`src/rtl/cst_pkg.sv`:
```
package cst_pkg;

	localparam int NUM_SEMS_DEF  = 16;
	localparam int NUM_PROCS_DEF = 64;

	localparam int OP_W   = 2;
	localparam int ID_W   = 6;
	localparam int CNT_W  = 16;
	localparam int LINK_W = 7;
	localparam int STAT_W = 2;

	localparam logic [LINK_W-1:0] EMPTY_LINK = 7'd64;
	localparam logic signed [CNT_W-1:0] CNT_MIN = 16'sh8000;
	localparam logic signed [CNT_W-1:0] CNT_MAX = 16'sh7fff;

	typedef enum logic [OP_W-1:0] {
		OP_ALLOC = 2'd0,
		OP_FREE  = 2'd1,
		OP_WAIT  = 2'd2,
		OP_POST  = 2'd3
	} op_t;

	typedef enum logic [STAT_W-1:0] {
		ST_OK   = 2'd0,
		ST_BAD  = 2'd1,
		ST_FULL = 2'd2
	} status_t;

	typedef struct packed {
		status_t          status;
		logic [ID_W-1:0]  alloc_id;
		logic             blocked;
		logic             woken_valid;
		logic [ID_W-1:0]  woken_proc;
	} result_t;

	typedef struct packed {
		logic signed [CNT_W-1:0] count;
		logic [LINK_W-1:0]       head;
	} slot_t;

endpackage

```
`src/rtl/cst_req_if.sv`:
```
interface cst_req_if;
	logic                          valid;
	logic                          ready;
	logic [cst_pkg::OP_W-1:0]      operation;
	logic [cst_pkg::ID_W-1:0]      sem_id;
	logic signed [cst_pkg::CNT_W-1:0] init_value;
	logic [cst_pkg::ID_W-1:0]      proc_id;

	modport source (output valid, operation, sem_id, init_value, proc_id, input ready);
	modport sink (input valid, operation, sem_id, init_value, proc_id, output ready);
endinterface

```
`src/rtl/cst_rsp_if.sv`:
```
interface cst_rsp_if;
	logic                       valid;
	logic                       ready;
	logic [cst_pkg::STAT_W-1:0] status;
	logic [cst_pkg::ID_W-1:0]   alloc_id;
	logic                       blocked;
	logic                       woken_valid;
	logic [cst_pkg::ID_W-1:0]   woken_proc;

	modport source (output valid, status, alloc_id, blocked, woken_valid, woken_proc,
		input ready);
	modport sink (input valid, status, alloc_id, blocked, woken_valid, woken_proc,
		output ready);
endinterface

```
`src/rtl/counting_semaphore_table.sv`:
```
// channel  dir  fields
// req      in   operation, sem_id, init_value, proc_id
// rsp      out  status, alloc_id, blocked, woken_valid, woken_proc
//
// One item at a time: allocate, free, wait and a post that wakes nobody pass S_RD
// only; a post that pops a waiter also passes S_LNK (second read, of the link memory).
// The slot memory read is issued on accept; results go to an output register.
// A stalled output holds one finished item; the next item is still taken and waits in S_HOLD.
// Reset clears the in-use flags, the state and the output valid; slot and link memories need no clearing.
module counting_semaphore_table #(
	parameter int NUM_SEMS  = cst_pkg::NUM_SEMS_DEF,
	parameter int NUM_PROCS = cst_pkg::NUM_PROCS_DEF
) (
	input  logic       clk,
	input  logic       arst_n,
	cst_req_if.sink    req,
	cst_rsp_if.source  rsp
);

	localparam int SEM_AW  = (NUM_SEMS > 1) ? $clog2(NUM_SEMS) : 1;
	localparam int PROC_AW = (NUM_PROCS > 1) ? $clog2(NUM_PROCS) : 1;
	localparam logic [cst_pkg::ID_W:0] SEM_LIM  = (cst_pkg::ID_W+1)'(NUM_SEMS);
	localparam logic [cst_pkg::LINK_W-1:0] PROC_LIM = cst_pkg::LINK_W'(NUM_PROCS);

	typedef enum logic [3:0] {
		S_IDLE = 4'b0001,
		S_RD   = 4'b0010,
		S_LNK  = 4'b0100,
		S_HOLD = 4'b1000
	} state_t;

	state_t state_q;

	cst_pkg::op_t                    op_s1;
	logic [cst_pkg::ID_W-1:0]        sid_s1;
	logic signed [cst_pkg::CNT_W-1:0] init_s1;
	logic [cst_pkg::ID_W-1:0]        pid_s1;
	cst_pkg::slot_t                  slot_rd_s1;

	cst_pkg::slot_t                  slot_mem [NUM_SEMS];
	logic [cst_pkg::LINK_W-1:0]      link_mem [NUM_PROCS];
	logic [cst_pkg::LINK_W-1:0]      link_rd_q;

	logic [NUM_SEMS-1:0]             in_use_q;
	logic signed [cst_pkg::CNT_W-1:0] cnt_s2;
	cst_pkg::result_t                res_q;
	cst_pkg::result_t                out_q;
	logic                            out_valid_q;

	logic                            accept;
	logic                            out_free;
	logic                            load_out;
	cst_pkg::result_t                load_res;

	logic                            any_free;
	logic [SEM_AW-1:0]               free_idx;
	logic                            sid_ok;
	logic                            pid_ok;
	logic signed [cst_pkg::CNT_W-1:0] cnt_dec;
	logic signed [cst_pkg::CNT_W-1:0] cnt_inc;
	logic                            wait_blk;
	logic                            need_pop;
	cst_pkg::result_t                res_d;

	logic                            slot_we;
	logic [SEM_AW-1:0]               slot_wa;
	cst_pkg::slot_t                  slot_wd;
	logic                            link_we;
	logic                            link_re;
	logic                            use_set;
	logic                            use_clr;
	logic [cst_pkg::LINK_W-1:0]      nx_head;

	assign accept   = req.valid && req.ready;
	assign req.ready = (state_q == S_IDLE);
	assign out_free = !out_valid_q || rsp.ready;

	always_comb begin
		any_free = 1'b0;
		free_idx = '0;
		for (int i = NUM_SEMS - 1; i >= 0; i--) begin
			if (!in_use_q[i]) begin
				any_free = 1'b1;
				free_idx = SEM_AW'(i);
			end
		end
	end

	assign sid_ok  = ({1'b0, sid_s1} < SEM_LIM) && in_use_q[sid_s1[SEM_AW-1:0]];
	assign pid_ok  = ({1'b0, pid_s1} < PROC_LIM);
	assign cnt_dec = (slot_rd_s1.count == cst_pkg::CNT_MIN) ? slot_rd_s1.count
		: slot_rd_s1.count - 16'sd1;
	assign cnt_inc = (slot_rd_s1.count == cst_pkg::CNT_MAX) ? slot_rd_s1.count
		: slot_rd_s1.count + 16'sd1;
	assign wait_blk = cnt_dec[cst_pkg::CNT_W-1];
	assign nx_head  = (link_rd_q < PROC_LIM) ? link_rd_q : cst_pkg::EMPTY_LINK;

	// RD and LNK stages: decide result and the write-backs
	always_comb begin
		res_d    = '0;
		need_pop = 1'b0;
		slot_we  = 1'b0;
		slot_wa  = sid_s1[SEM_AW-1:0];
		slot_wd  = slot_rd_s1;
		link_we  = 1'b0;
		link_re  = 1'b0;
		use_set  = 1'b0;
		use_clr  = 1'b0;
		if (state_q == S_RD) begin
			unique case (op_s1)
				cst_pkg::OP_ALLOC: begin
					if (any_free) begin
						res_d.alloc_id = cst_pkg::ID_W'(free_idx);
						slot_we        = 1'b1;
						slot_wa        = free_idx;
						slot_wd.count  = init_s1;
						slot_wd.head   = cst_pkg::EMPTY_LINK;
						use_set        = 1'b1;
					end else begin
						res_d.status = cst_pkg::ST_FULL;
					end
				end
				cst_pkg::OP_FREE: begin
					if (sid_ok) begin
						use_clr = 1'b1;
					end else begin
						res_d.status = cst_pkg::ST_BAD;
					end
				end
				cst_pkg::OP_WAIT: begin
					if (sid_ok && pid_ok) begin
						slot_we       = 1'b1;
						slot_wd.count = cnt_dec;
						if (wait_blk) begin
							slot_wd.head  = cst_pkg::LINK_W'(pid_s1);
							link_we       = 1'b1;
							res_d.blocked = 1'b1;
						end
					end else begin
						res_d.status = cst_pkg::ST_BAD;
					end
				end
				cst_pkg::OP_POST: begin
					if (sid_ok) begin
						if ((cnt_inc[cst_pkg::CNT_W-1] || cnt_inc == '0)
							&& slot_rd_s1.head < PROC_LIM) begin
							need_pop          = 1'b1;
							link_re           = 1'b1;
							res_d.woken_valid = 1'b1;
							res_d.woken_proc  = slot_rd_s1.head[cst_pkg::ID_W-1:0];
						end else begin
							slot_we       = 1'b1;
							slot_wd.count = cnt_inc;
						end
					end else begin
						res_d.status = cst_pkg::ST_BAD;
					end
				end
			endcase
		end else if (state_q == S_LNK) begin
			slot_we       = 1'b1;
			slot_wd.count = cnt_s2;
			slot_wd.head  = nx_head;
		end
	end

	always_comb begin
		load_out = 1'b0;
		load_res = res_q;
		unique case (state_q)
			S_RD: begin
				load_out = !need_pop && out_free;
				load_res = res_d;
			end
			S_LNK:   load_out = out_free;
			S_HOLD:  load_out = out_free;
			S_IDLE:  load_out = 1'b0;
			default: load_out = 1'b0;
		endcase
	end

	always_ff @(posedge clk or negedge arst_n) begin
		if (!arst_n) begin
			state_q <= S_IDLE;
		end else begin
			unique case (state_q)
				S_IDLE:  if (accept) state_q <= S_RD;
				S_RD: begin
					if (need_pop) state_q <= S_LNK;
					else if (out_free) state_q <= S_IDLE;
					else state_q <= S_HOLD;
				end
				S_LNK:   state_q <= out_free ? S_IDLE : S_HOLD;
				S_HOLD:  if (out_free) state_q <= S_IDLE;
				default: state_q <= S_IDLE;
			endcase
		end
	end

	always_ff @(posedge clk or negedge arst_n) begin
		if (!arst_n) begin
			in_use_q <= '0;
		end else if (use_set) begin
			in_use_q[free_idx] <= 1'b1;
		end else if (use_clr) begin
			in_use_q[sid_s1[SEM_AW-1:0]] <= 1'b0;
		end
	end

	always_ff @(posedge clk or negedge arst_n) begin
		if (!arst_n) begin
			out_valid_q <= 1'b0;
		end else if (load_out) begin
			out_valid_q <= 1'b1;
		end else if (rsp.ready) begin
			out_valid_q <= 1'b0;
		end
	end

	always_ff @(posedge clk) begin
		if (accept) begin
			op_s1   <= cst_pkg::op_t'(req.operation);
			sid_s1  <= req.sem_id;
			init_s1 <= req.init_value;
			pid_s1  <= req.proc_id;
		end
		if (state_q == S_RD) begin
			res_q  <= res_d;
			cnt_s2 <= cnt_inc;
		end
		if (load_out) begin
			out_q <= load_res;
		end
	end

	always_ff @(posedge clk) begin
		if (slot_we) begin
			slot_mem[slot_wa] <= slot_wd;
		end
		if (accept) begin
			slot_rd_s1 <= slot_mem[req.sem_id[SEM_AW-1:0]];
		end
	end

	always_ff @(posedge clk) begin
		if (link_we) begin
			link_mem[pid_s1[PROC_AW-1:0]] <= slot_rd_s1.head;
		end
		if (link_re) begin
			link_rd_q <= link_mem[slot_rd_s1.head[PROC_AW-1:0]];
		end
	end

	assign rsp.valid       = out_valid_q;
	assign rsp.status      = out_q.status;
	assign rsp.alloc_id    = out_q.alloc_id;
	assign rsp.blocked     = out_q.blocked;
	assign rsp.woken_valid = out_q.woken_valid;
	assign rsp.woken_proc  = out_q.woken_proc;

`ifndef SYNTHESIS
	assert property (@(posedge clk) disable iff (!arst_n)
		accept |=> state_q == S_RD)
		else $error("accepted item did not enter read stage");

	assert property (@(posedge clk) disable iff (!arst_n)
		load_out |-> (!out_valid_q || rsp.ready))
		else $error("output register overwritten");

	assert property (@(posedge clk) disable iff (!arst_n)
		rsp.valid |-> !(rsp.blocked && rsp.woken_valid))
		else $error("item both blocked and woken");

	assert property (@(posedge clk) disable iff (!arst_n)
		(rsp.valid && rsp.status != cst_pkg::ST_OK) |-> !rsp.blocked && !rsp.woken_valid)
		else $error("failed item changed waiters");
`endif

endmodule

```
`src/flat_wrapper.sv`:
```
// flat-port wrapper written by rule: the top's interface ports become plain ports
module counting_semaphore_table_flat 
#(
	parameter int NUM_SEMS  = cst_pkg::NUM_SEMS_DEF,
	parameter int NUM_PROCS = cst_pkg::NUM_PROCS_DEF
)
  (clk, arst_n, req_valid, req_operation, req_sem_id, req_init_value, req_proc_id, req_ready, rsp_valid, rsp_status, rsp_alloc_id, rsp_blocked, rsp_woken_valid, rsp_woken_proc, rsp_ready);
  cst_req_if req_i ();
  cst_rsp_if rsp_i ();
  input  logic clk;
  input  logic arst_n;
  input wire logic [$bits(req_i.valid)-1:0] req_valid;
  input wire logic [$bits(req_i.operation)-1:0] req_operation;
  input wire logic [$bits(req_i.sem_id)-1:0] req_sem_id;
  input wire logic [$bits(req_i.init_value)-1:0] req_init_value;
  input wire logic [$bits(req_i.proc_id)-1:0] req_proc_id;
  output wire logic [$bits(req_i.ready)-1:0] req_ready;
  output wire logic [$bits(rsp_i.valid)-1:0] rsp_valid;
  output wire logic [$bits(rsp_i.status)-1:0] rsp_status;
  output wire logic [$bits(rsp_i.alloc_id)-1:0] rsp_alloc_id;
  output wire logic [$bits(rsp_i.blocked)-1:0] rsp_blocked;
  output wire logic [$bits(rsp_i.woken_valid)-1:0] rsp_woken_valid;
  output wire logic [$bits(rsp_i.woken_proc)-1:0] rsp_woken_proc;
  input wire logic [$bits(rsp_i.ready)-1:0] rsp_ready;
  assign req_i.valid = req_valid;
  assign req_i.operation = req_operation;
  assign req_i.sem_id = req_sem_id;
  assign req_i.init_value = req_init_value;
  assign req_i.proc_id = req_proc_id;
  assign req_ready = req_i.ready;
  assign rsp_valid = rsp_i.valid;
  assign rsp_status = rsp_i.status;
  assign rsp_alloc_id = rsp_i.alloc_id;
  assign rsp_blocked = rsp_i.blocked;
  assign rsp_woken_valid = rsp_i.woken_valid;
  assign rsp_woken_proc = rsp_i.woken_proc;
  assign rsp_i.ready = rsp_ready;
  counting_semaphore_table #(.NUM_SEMS(NUM_SEMS), .NUM_PROCS(NUM_PROCS)) u_core (.clk(clk), .arst_n(arst_n), .req(req_i), .rsp(rsp_i));
endmodule
```
`config.mk`:
```
export PLATFORM = sky130hd
export DESIGN_NAME = counting_semaphore_table_flat
export DESIGN_NICKNAME = d
export VERILOG_FILES = /design/src/rtl/cst_pkg.sv /design/src/rtl/cst_req_if.sv /design/src/rtl/cst_rsp_if.sv /design/src/rtl/counting_semaphore_table.sv /design/src/flat_wrapper.sv
export SDC_FILE = /design/constraint.sdc
export NUM_CORES = 1
export LEC_CHECK = 0
export ABC_AREA = 1
export BUFFER_PORTS_ARGS = -buffer_cell sky130_fd_sc_hd__buf_4
export CORE_UTILIZATION = 30
export DETAILED_ROUTE_END_ITERATION = 7
export GPL_TIMING_DRIVEN = 0
export PLACE_DENSITY = 0.43
export SLEW_MARGIN = 20
export SYNTH_ARGS = -nofsm -noshare
export SYNTH_HDL_FRONTEND = slang
export SYNTH_SLANG_ARGS = --single-unit
```
`constraint.sdc`:
```
create_clock -name clk -period 9.52 [get_ports clk]
set_input_delay 1.904 -clock clk [delete_from_list [all_inputs] [get_ports clk]]
set_output_delay 1.904 -clock clk [all_outputs]
set_load 0.01 [all_outputs]
```
==> impl_metrics.env, run 1 <==
export IMPL_status="finished clean"
export IMPL_min_to="u_core.res_q[13]"
export IMPL_hpwlAfterDp_mm=103
export IMPL_fin_ws_ps=5160
export IMPL_start_kind="input pin"
export IMPL_die_area_um2=135000
export IMPL_tns_ps=0
export IMPL_clk_pin_slew_ps=60
export IMPL_r2r_end="u_core.link_rd_q[4]"
export IMPL_drtPass1Iterations=5
export IMPL_drt_iter0_drc=3107
export IMPL_rows=133
export IMPL_synth_edf_count=908
export IMPL_r2r_cells=11
export IMPL_syn_nets=3332
export IMPL_dr_total_vias=27685
export IMPL_ys_dominant_reg_cell="edfxtp_1"
export IMPL_timing_critical_path_slowest_stage_cell="clkbuf_1"
export IMPL_setup_worst_path_start="req_sem_id[0]"
export IMPL_p_leak_nw=15.9
export IMPL_grt_util_all_layers_pct=21.5
export IMPL_synth_seq_cells=945
export IMPL_hold_slack_ps=429
export IMPL_slew_headroom_pct=20.4
export IMPL_critPathCaptureType="flip-flop"
export IMPL_grt_pass1_wl_mm=205
export IMPL_nets=3533
export IMPL_hold_class="flip-flop to flip-flop"
export IMPL_finalMaxSlewViolations=0
export IMPL_numCtsBuffers=101
export IMPL_period_needed_ps=4360
export IMPL_via_per_inst=5.19
export IMPL_cts_resized=0
export IMPL_fin_crit_sh_pct=45.8
export IMPL_critPathArrivalTime_ps=4780
export IMPL_gr_total_overflow=0
export IMPL_htree_levels=3
export IMPL_critPathRequiredTime_ps=9940
export IMPL_cts_sinks=945
export IMPL_hold_path_startpoint="u_core.res_q[13]"
export IMPL_antenna_left=0
export IMPL_stdcell_area_um2=46800
export IMPL_clockBufferDepth=3
export IMPL_placed_cells=5148
export IMPL_antenna_found_initial=5
export IMPL_synthToLayoutAreaGrowth_pct=17.1
export IMPL_stdcell_count=5330
export IMPL_r2r_start="u_core.slot_rd_s1[0]"
export IMPL_core_um2=132000
export IMPL_grt_pass1_vias=26392
export IMPL_critPathMaxFanout=10
export IMPL_drcViolationCount=0
export IMPL_grt_max_degree=25
export IMPL_worstSetupPathType="input pin to flip-flop"
export IMPL_hold_buffers=0
export IMPL_synth_area_per_cell_um2=12.1
export IMPL_path_cells="buf_4 > clkbuf_1 > buf_2 > buf_2 > clkbuf_1 > a21oi_1 > o21ai_0 > o211ai_1 > nand3_1 > nand2_1"
export IMPL_worst_path_buf_inv=5
export IMPL_drv_cap=0
export IMPL_cpLargestDelayFamily="buffers and inverters"
export IMPL_insertedDiodeCount=0
export IMPL_holdPathStages=2
export IMPL_skew_ps=57.9
export IMPL_drive_above_1_share_pct=10.2
export IMPL_nFillCells=12947
export IMPL_root_buffer="clkbuf_16"
export IMPL_ir_drop_mv=0.154
export IMPL_grt_setup_unrepaired="no"
export IMPL_syn_inst=3296
export IMPL_ys_warn_count=0
export IMPL_place_gp_congestion=0.957
export IMPL_finalHoldViolations=0
export IMPL_power_density_nw_per_um2=234
export IMPL_netlist_area_um2=40000
export IMPL_die_h_um=367
export IMPL_wl_per_cell_um=27.6
export IMPL_yosysUniqueCellTypes=51
export IMPL_cp_slowest_stage_delay_ps=830
export IMPL_yosysSeqAreaShare_pct=70.4
export IMPL_post_cts_buffers=0
export IMPL_synthArstFlopShare_pct=2.22
export IMPL_r2r_setup_slack_ps=5240
export IMPL_pre_cts_ws_ps=4440
export IMPL_met2_usage_pct=33.2
export IMPL_setup_viol=0
export IMPL_power_mw=11.0
export IMPL_grt_util_met1_pct=30.4
export IMPL_tritoncts="done"
export IMPL_busiest_layer="met2"
export IMPL_fmax_ghz=0.229
export IMPL_clkLatencyLatePin_ps=740
export IMPL_final_core_util_pct=35.5
export IMPL_io_buffers=51
export IMPL_grtUsageMet3_pct=3.75
export IMPL_start_util_pct=30.3
export IMPL_dieWidth_um=367
export IMPL_place_area_um2=43600
export IMPL_wirelength_mm=147
export IMPL_io_pins=52
export IMPL_tightest_slew_ps=1190
[sequential cells by signal (all words and copies together), names as in the netlist]
signal and count:
u_core.link_mem 448, u_core.slot_mem 368, u_core.slot_rd_s1 23, u_core.cnt_s2 16
u_core.in_use_q 16, u_core.init_s1 16, u_core.res_q 16, u_core.link_rd_q 7
u_core.pid_s1 6, u_core.rsp.alloc_id 6, u_core.rsp.woken_proc 6, u_core.sid_s1 6
u_core.state_q 4, u_core.op_s1 2, u_core.rsp.status 2, u_core.rsp.blocked 1
u_core.rsp.valid 1, u_core.rsp.woken_valid 1
[area by class of cell]
| cell class | instances | area, um2 | area share, % |
|---|---|---|---|
| Clock buffer | 118 | 2610 | 5.58 |
| Clock inverter | 63 | 593 | 1.27 |
| Sequential cell | 945 | 28100 | 60.1 |
| Tap cell | 1755 | 2200 | 4.69 |
| Buffer | 192 | 805 | 1.72 |
| Inverter | 216 | 816 | 1.74 |
| Timing Repair Buffer | 98 | 1300 | 2.78 |
| Multi-Input combinational cell | 1943 | 10400 | 22.1 |
[routing by layer]
metal  part of all wire [%]  wire [um]  up-vias
met3                    7.1      10500      215
met5                 0.0088         13        -
met2                     45      66000     1151
met1                     45      66200    13892
li1                       -          -    12425
met4                    3.1       4600        2
[where the power goes]
| part | switching (mW) | internal, mW | total [mW] |
|---|---|---|---|
| Sequential | 0.101 | 4.91 | 5.01 |
| Combinational | 1.57 | 0.470 | 2.04 |
| Clock | 1.69 | 2.20 | 3.89 |
| Total | 3.36 | 7.59 | 11.0 |
[how the worst max path moves through the flow]
stage	end	depth (start not counted)
6_report	u_core.slot_rd_s1[13]	10
2_1_floorplan	u_core.init_s1[0]	2
5_1_grt	u_core.slot_rd_s1[18]	10
4_1_cts	u_core.slot_rd_s1[18]	9
3_3_place_gp	u_core.slot_mem[7][12]	8
3_5_place_dp	u_core.slot_rd_s1[18]	9
[placed cells by master, fill, tap and decap left out, types with 24 or more instances in the layout]
cell	synthesis	final
buf_4	8	59
edfxtp_1	908	908
nor2_1	451	433
nand3_1	128	128
clkbuf_1	154	168
o21ai_0	435	435
nand2_1	332	332
clkinv_2	0	24
inv_1	199	199
o22ai_1	117	117
a21oi_1	121	121
clkbuf_16	0	102
o211ai_1	114	114
mux2i_1	92	92
[kinds of logic after synthesis]
logic type	synth area share (%)
AND/OR/NAND/NOR	10.8
flip-flops	70.4
AO/OA/AOI/OAI	12.2
buffers and inverters	4.05
multiplexers	2.30
XOR/XNOR	0.175
adder cells (fa/ha/maj)	0.0626
[cell usage after synthesis, types with 23 or more instances]
cell type  instances  area, um2
o22ai_1          117        732
nor2_1           451       1690
o21ai_0          435       2180
nand3_1          128        641
a21oi_1          121        606
clkbuf_1         154        578
o211ai_1         114        856
nand2_1          332       1250
inv_1            199        747
mux2i_1           92        921
a22oi_1           23        173
edfxtp_1         908      27300
[worst min-delay path, cell delays in order, from the launching register on]
cell	delay (ps)
dfxtp_1	300
inv_1	40
nor2_1	40
Note: power is estimated with default switching activity, not from simulation.
==> run 2, diff against run 1 <==
--- a/config.mk
+++ b/config.mk
@@ -5,12 +5,12 @@
 export SDC_FILE = /design/constraint.sdc
 export NUM_CORES = 1
 export LEC_CHECK = 0
-export ABC_AREA = 1
+export ABC_AREA = 0
 export BUFFER_PORTS_ARGS = -buffer_cell sky130_fd_sc_hd__buf_4
 export CORE_UTILIZATION = 30
 export DETAILED_ROUTE_END_ITERATION = 7
 export GPL_TIMING_DRIVEN = 0
-export PLACE_DENSITY = 0.43
+export PLACE_DENSITY = 0.44
 export SLEW_MARGIN = 20
 export SYNTH_ARGS = -nofsm -noshare
 export SYNTH_HDL_FRONTEND = slang
==> constraint.sdc (replaced) <==
create_clock -name clk -period 3.8 [get_ports clk]
set_input_delay 0.76 -clock clk [delete_from_list [all_inputs] [get_ports clk]]
set_output_delay 0.76 -clock clk [all_outputs]
set_load 0.01 [all_outputs]
==> run 2 against run 1 <==
  * Count of clock-buffer cells in the layout is 12 higher
  * Global-route usage shrank 4.6 points
  * Critical path depth is the same
  * Core utilization rose by 1.6 points
  * Design area is 0.15% lower
  * Worst hold slack lost 210 ps
  * Synthesized area is 4.5% lower
  * Combinational power rose to 2.9 times the previous value
==> impl_metrics.env, run 2 <==
export IMPL_yosysUniqueCellTypes=80
export IMPL_crit_top_cell="buf_4"
export IMPL_grt_max_degree=32
export IMPL_stdcell_count=3947
export IMPL_finalHoldViolations=0
export IMPL_cpLargestDelayFamily="simple AND/OR/NAND/NOR gates"
export IMPL_grt_pass1_vias=21271
export IMPL_via_per_inst=5.13
export IMPL_period_needed_ps=3680
export IMPL_hpwlAfterDp_mm=73.6
export IMPL_dieWidth_um=359
export IMPL_io_buffers=51
export IMPL_synthMostInstantiatedCell="edfxtp_1"
export IMPL_hold_class="input pin to flip-flop"
export IMPL_clockBufferDepth=3
export IMPL_synth_area_per_cell_um2=19.8
export IMPL_grt_setup_unrepaired="yes"
export IMPL_ys_dominant_reg_cell="edfxtp_1"
export IMPL_antenna_left=0
export IMPL_drtPass1Iterations=5
export IMPL_post_synth_top_area_cell="edfxtp_1"
export IMPL_drcViolationCount=0
export IMPL_core_um2=126000
export IMPL_synth_top_area_share_pct=71.5
export IMPL_rows=130
export IMPL_synth_edf_count=908
export IMPL_p_leak_nw=14.6
export IMPL_place_gp_congestion=0.844
export IMPL_fin_crit_sh_pct=96.9
export IMPL_synthArstFlopShare_pct=2.22
export IMPL_tritoncts="done"
export IMPL_cts_sinks=945
export IMPL_worstSetupPathType="flip-flop to flip-flop"
export IMPL_syn_inst=1930
export IMPL_start_kind="flip-flop"
export IMPL_worst_path_buf_inv=3
export IMPL_timing_critical_path_slowest_stage_cell="or4_4"
export IMPL_tightest_slew_ps=1040
export IMPL_fmax_ghz=0.272
export IMPL_netlist_area_um2=38200
export IMPL_power_density_nw_per_um2=614
export IMPL_yosysSeqAreaShare_pct=73.7
export IMPL_finalMaxSlewViolations=0
export IMPL_die_area_um2=129000
export IMPL_setup_viol=0
export IMPL_ys_warn_count=0
export IMPL_die_h_um=359
export IMPL_io_pins=52
export IMPL_cp_slowest_stage_delay_ps=590
export IMPL_wirelength_mm=108
export IMPL_placed_cells=3701
export IMPL_largest_reg_flops=448
export IMPL_place_area_um2=41900
export IMPL_drive_above_1_share_pct=34.8
export IMPL_wl_per_cell_um=27.4
export IMPL_antenna_found_initial=3
export IMPL_numCtsBuffers=103
export IMPL_clkLatencyLatePin_ps=740
export IMPL_syn_nets=1966
export IMPL_path_cells="buf_6 > or4_4 > nor4_4 > buf_4 > a21oi_2 > nor4b_4 > buf_4 > and3_2 > nand2_2 > nor2_4"
export IMPL_critPathRequiredTime_ps=4180
export IMPL_drt_iter0_drc=2033
export IMPL_nets=2243
export IMPL_critPathCaptureType="flip-flop"
export IMPL_critPathMaxFanout=10
export IMPL_stdcell_area_um2=46700
export IMPL_final_common_cell="edfxtp_1"
export IMPL_clk_pin_slew_ps=60
export IMPL_grt_pass1_wl_mm=155
export IMPL_start_util_pct=30.3
export IMPL_drv_cap=0
export IMPL_grt_util_all_layers_pct=16.9
export IMPL_synthToLayoutAreaGrowth_pct=22.5
export IMPL_final_cell_mix="edfxtp_1, mux4_2, buf_4, clkbuf_16, nor2_4"
export IMPL_dr_total_vias=20258
export IMPL_synth_commonest_cells="edfxtp_1, mux4_2, nor2_1, o21ai_0, nand2_1"
export IMPL_power_mw=28.7
export IMPL_status="finished clean"
export IMPL_slew_headroom_pct=30.6
export IMPL_synth_seq_cells=945
export IMPL_root_buffer="clkbuf_16"
export IMPL_gr_total_overflow=0
export IMPL_ys_top_cells_by_area="edfxtp_1, mux4_2, nor2_1"
export IMPL_critPathArrivalTime_ps=4060
export IMPL_htree_levels=3
export IMPL_skew_ps=45.8
export IMPL_ir_drop_mv=0.459
-- run 2: cell types whose count changed in the layout (fill, tap and decap cells not counted), moves of 86 or more --
cell and change:
nand2_1 -271, nand3_1 -109, o21ai_0 -370, inv_1 -180, mux4_2 +264, o22ai_1 -114
o211ai_1 -102, nor2_1 -377, clkbuf_1 -100, a21oi_1 -86
-- run 2: cells by family after synthesis --
family,after synthesis,synth area share [%]
simple gates,335,4.46
mux,291,16.3
fa+ha+maj,2,0.0656
flops,945,73.7
compound gates,213,3.67
buf+inv,129,1.43
xor+xnor,15,0.344
-- run 2: timing repair --
action	CTS	global route
setup buffers	30	22
gates resized for setup	178	33
hold endpoints to repair	20	0
pin swaps	30	26
setup endpoints to repair	1119	630
hold buffers	1	0
gates cloned	0	1
-- run 2: metal layers --
metal	vias to the layer above	wire, um	part of all wire, %	track usage, %
li1	8626	-	-	-
met1	10886	47600	44	23.2
met2	607	53500	49	28.2
met3	139	5220	4.8	2.64
met4	0	1960	1.8	4.15
met5	-	0	0	0
-- run 2: final timing paths --
kind | cells past startpoint | end | slack [ps] | start
max in group asynchronous | 2 | u_core.state_q[0] | 3030 | arst_n
max | 10 | u_core.link_mem[60][0] | 120 | u_core.slot_rd_s1[14]
min in group asynchronous | 2 | u_core.in_use_q[12] | 470 | arst_n
min reg2reg | 2 | u_core.res_q[11] | 450 | u_core.res_q[11]
max reg2reg | 10 | u_core.link_mem[60][0] | 120 | u_core.slot_rd_s1[14]
min | 1 | u_core.sid_s1[5] | 220 | req_sem_id[5]
-- run 2: layout make-up --
type                    instances  area (um2)
diodes                          2        5.00
plain buffers                 107         564
clock buffers                 130        2750
clock inverters                63         578
fillers                     11572       79200
inverters                      19        71.3
multi-input cells             857       10400
flip-flops and latches        945       28100
well taps                    1650        2060
repair buffers                174        2200
-- run 2: through the flow --
stage	setup slack [ps]	util, %	TNS [ps]	hold slack [ps]
CTS	14.8	36.8	0	151
detailed placement	-1000	33.3	-560120	438
floorplan	-638	-	-29340	408
global route	-46.5	37.1	-2230	176
finish	118	37.1	0	221
global placement	-5200	32.3	-2179250	430
-- run 2: power breakdown --
group          switching (mW)  internal, mW  leakage [nW]
combinational            3.72          2.19          4.36
clock                    4.28          5.51          1.62
sequential              0.264          12.7          8.61
total                    8.27          20.4          14.6
-- run 2: worst register-to-register path, stage by stage, from the launching register on --
cell and delay, ps:
edfxtp_1 420, buf_6 170, or4_4 590, nor4_4 230
buf_4 200, a21oi_2 90, nor4b_4 300, buf_4 200
and3_2 270, nand2_2 440, nor2_4 430
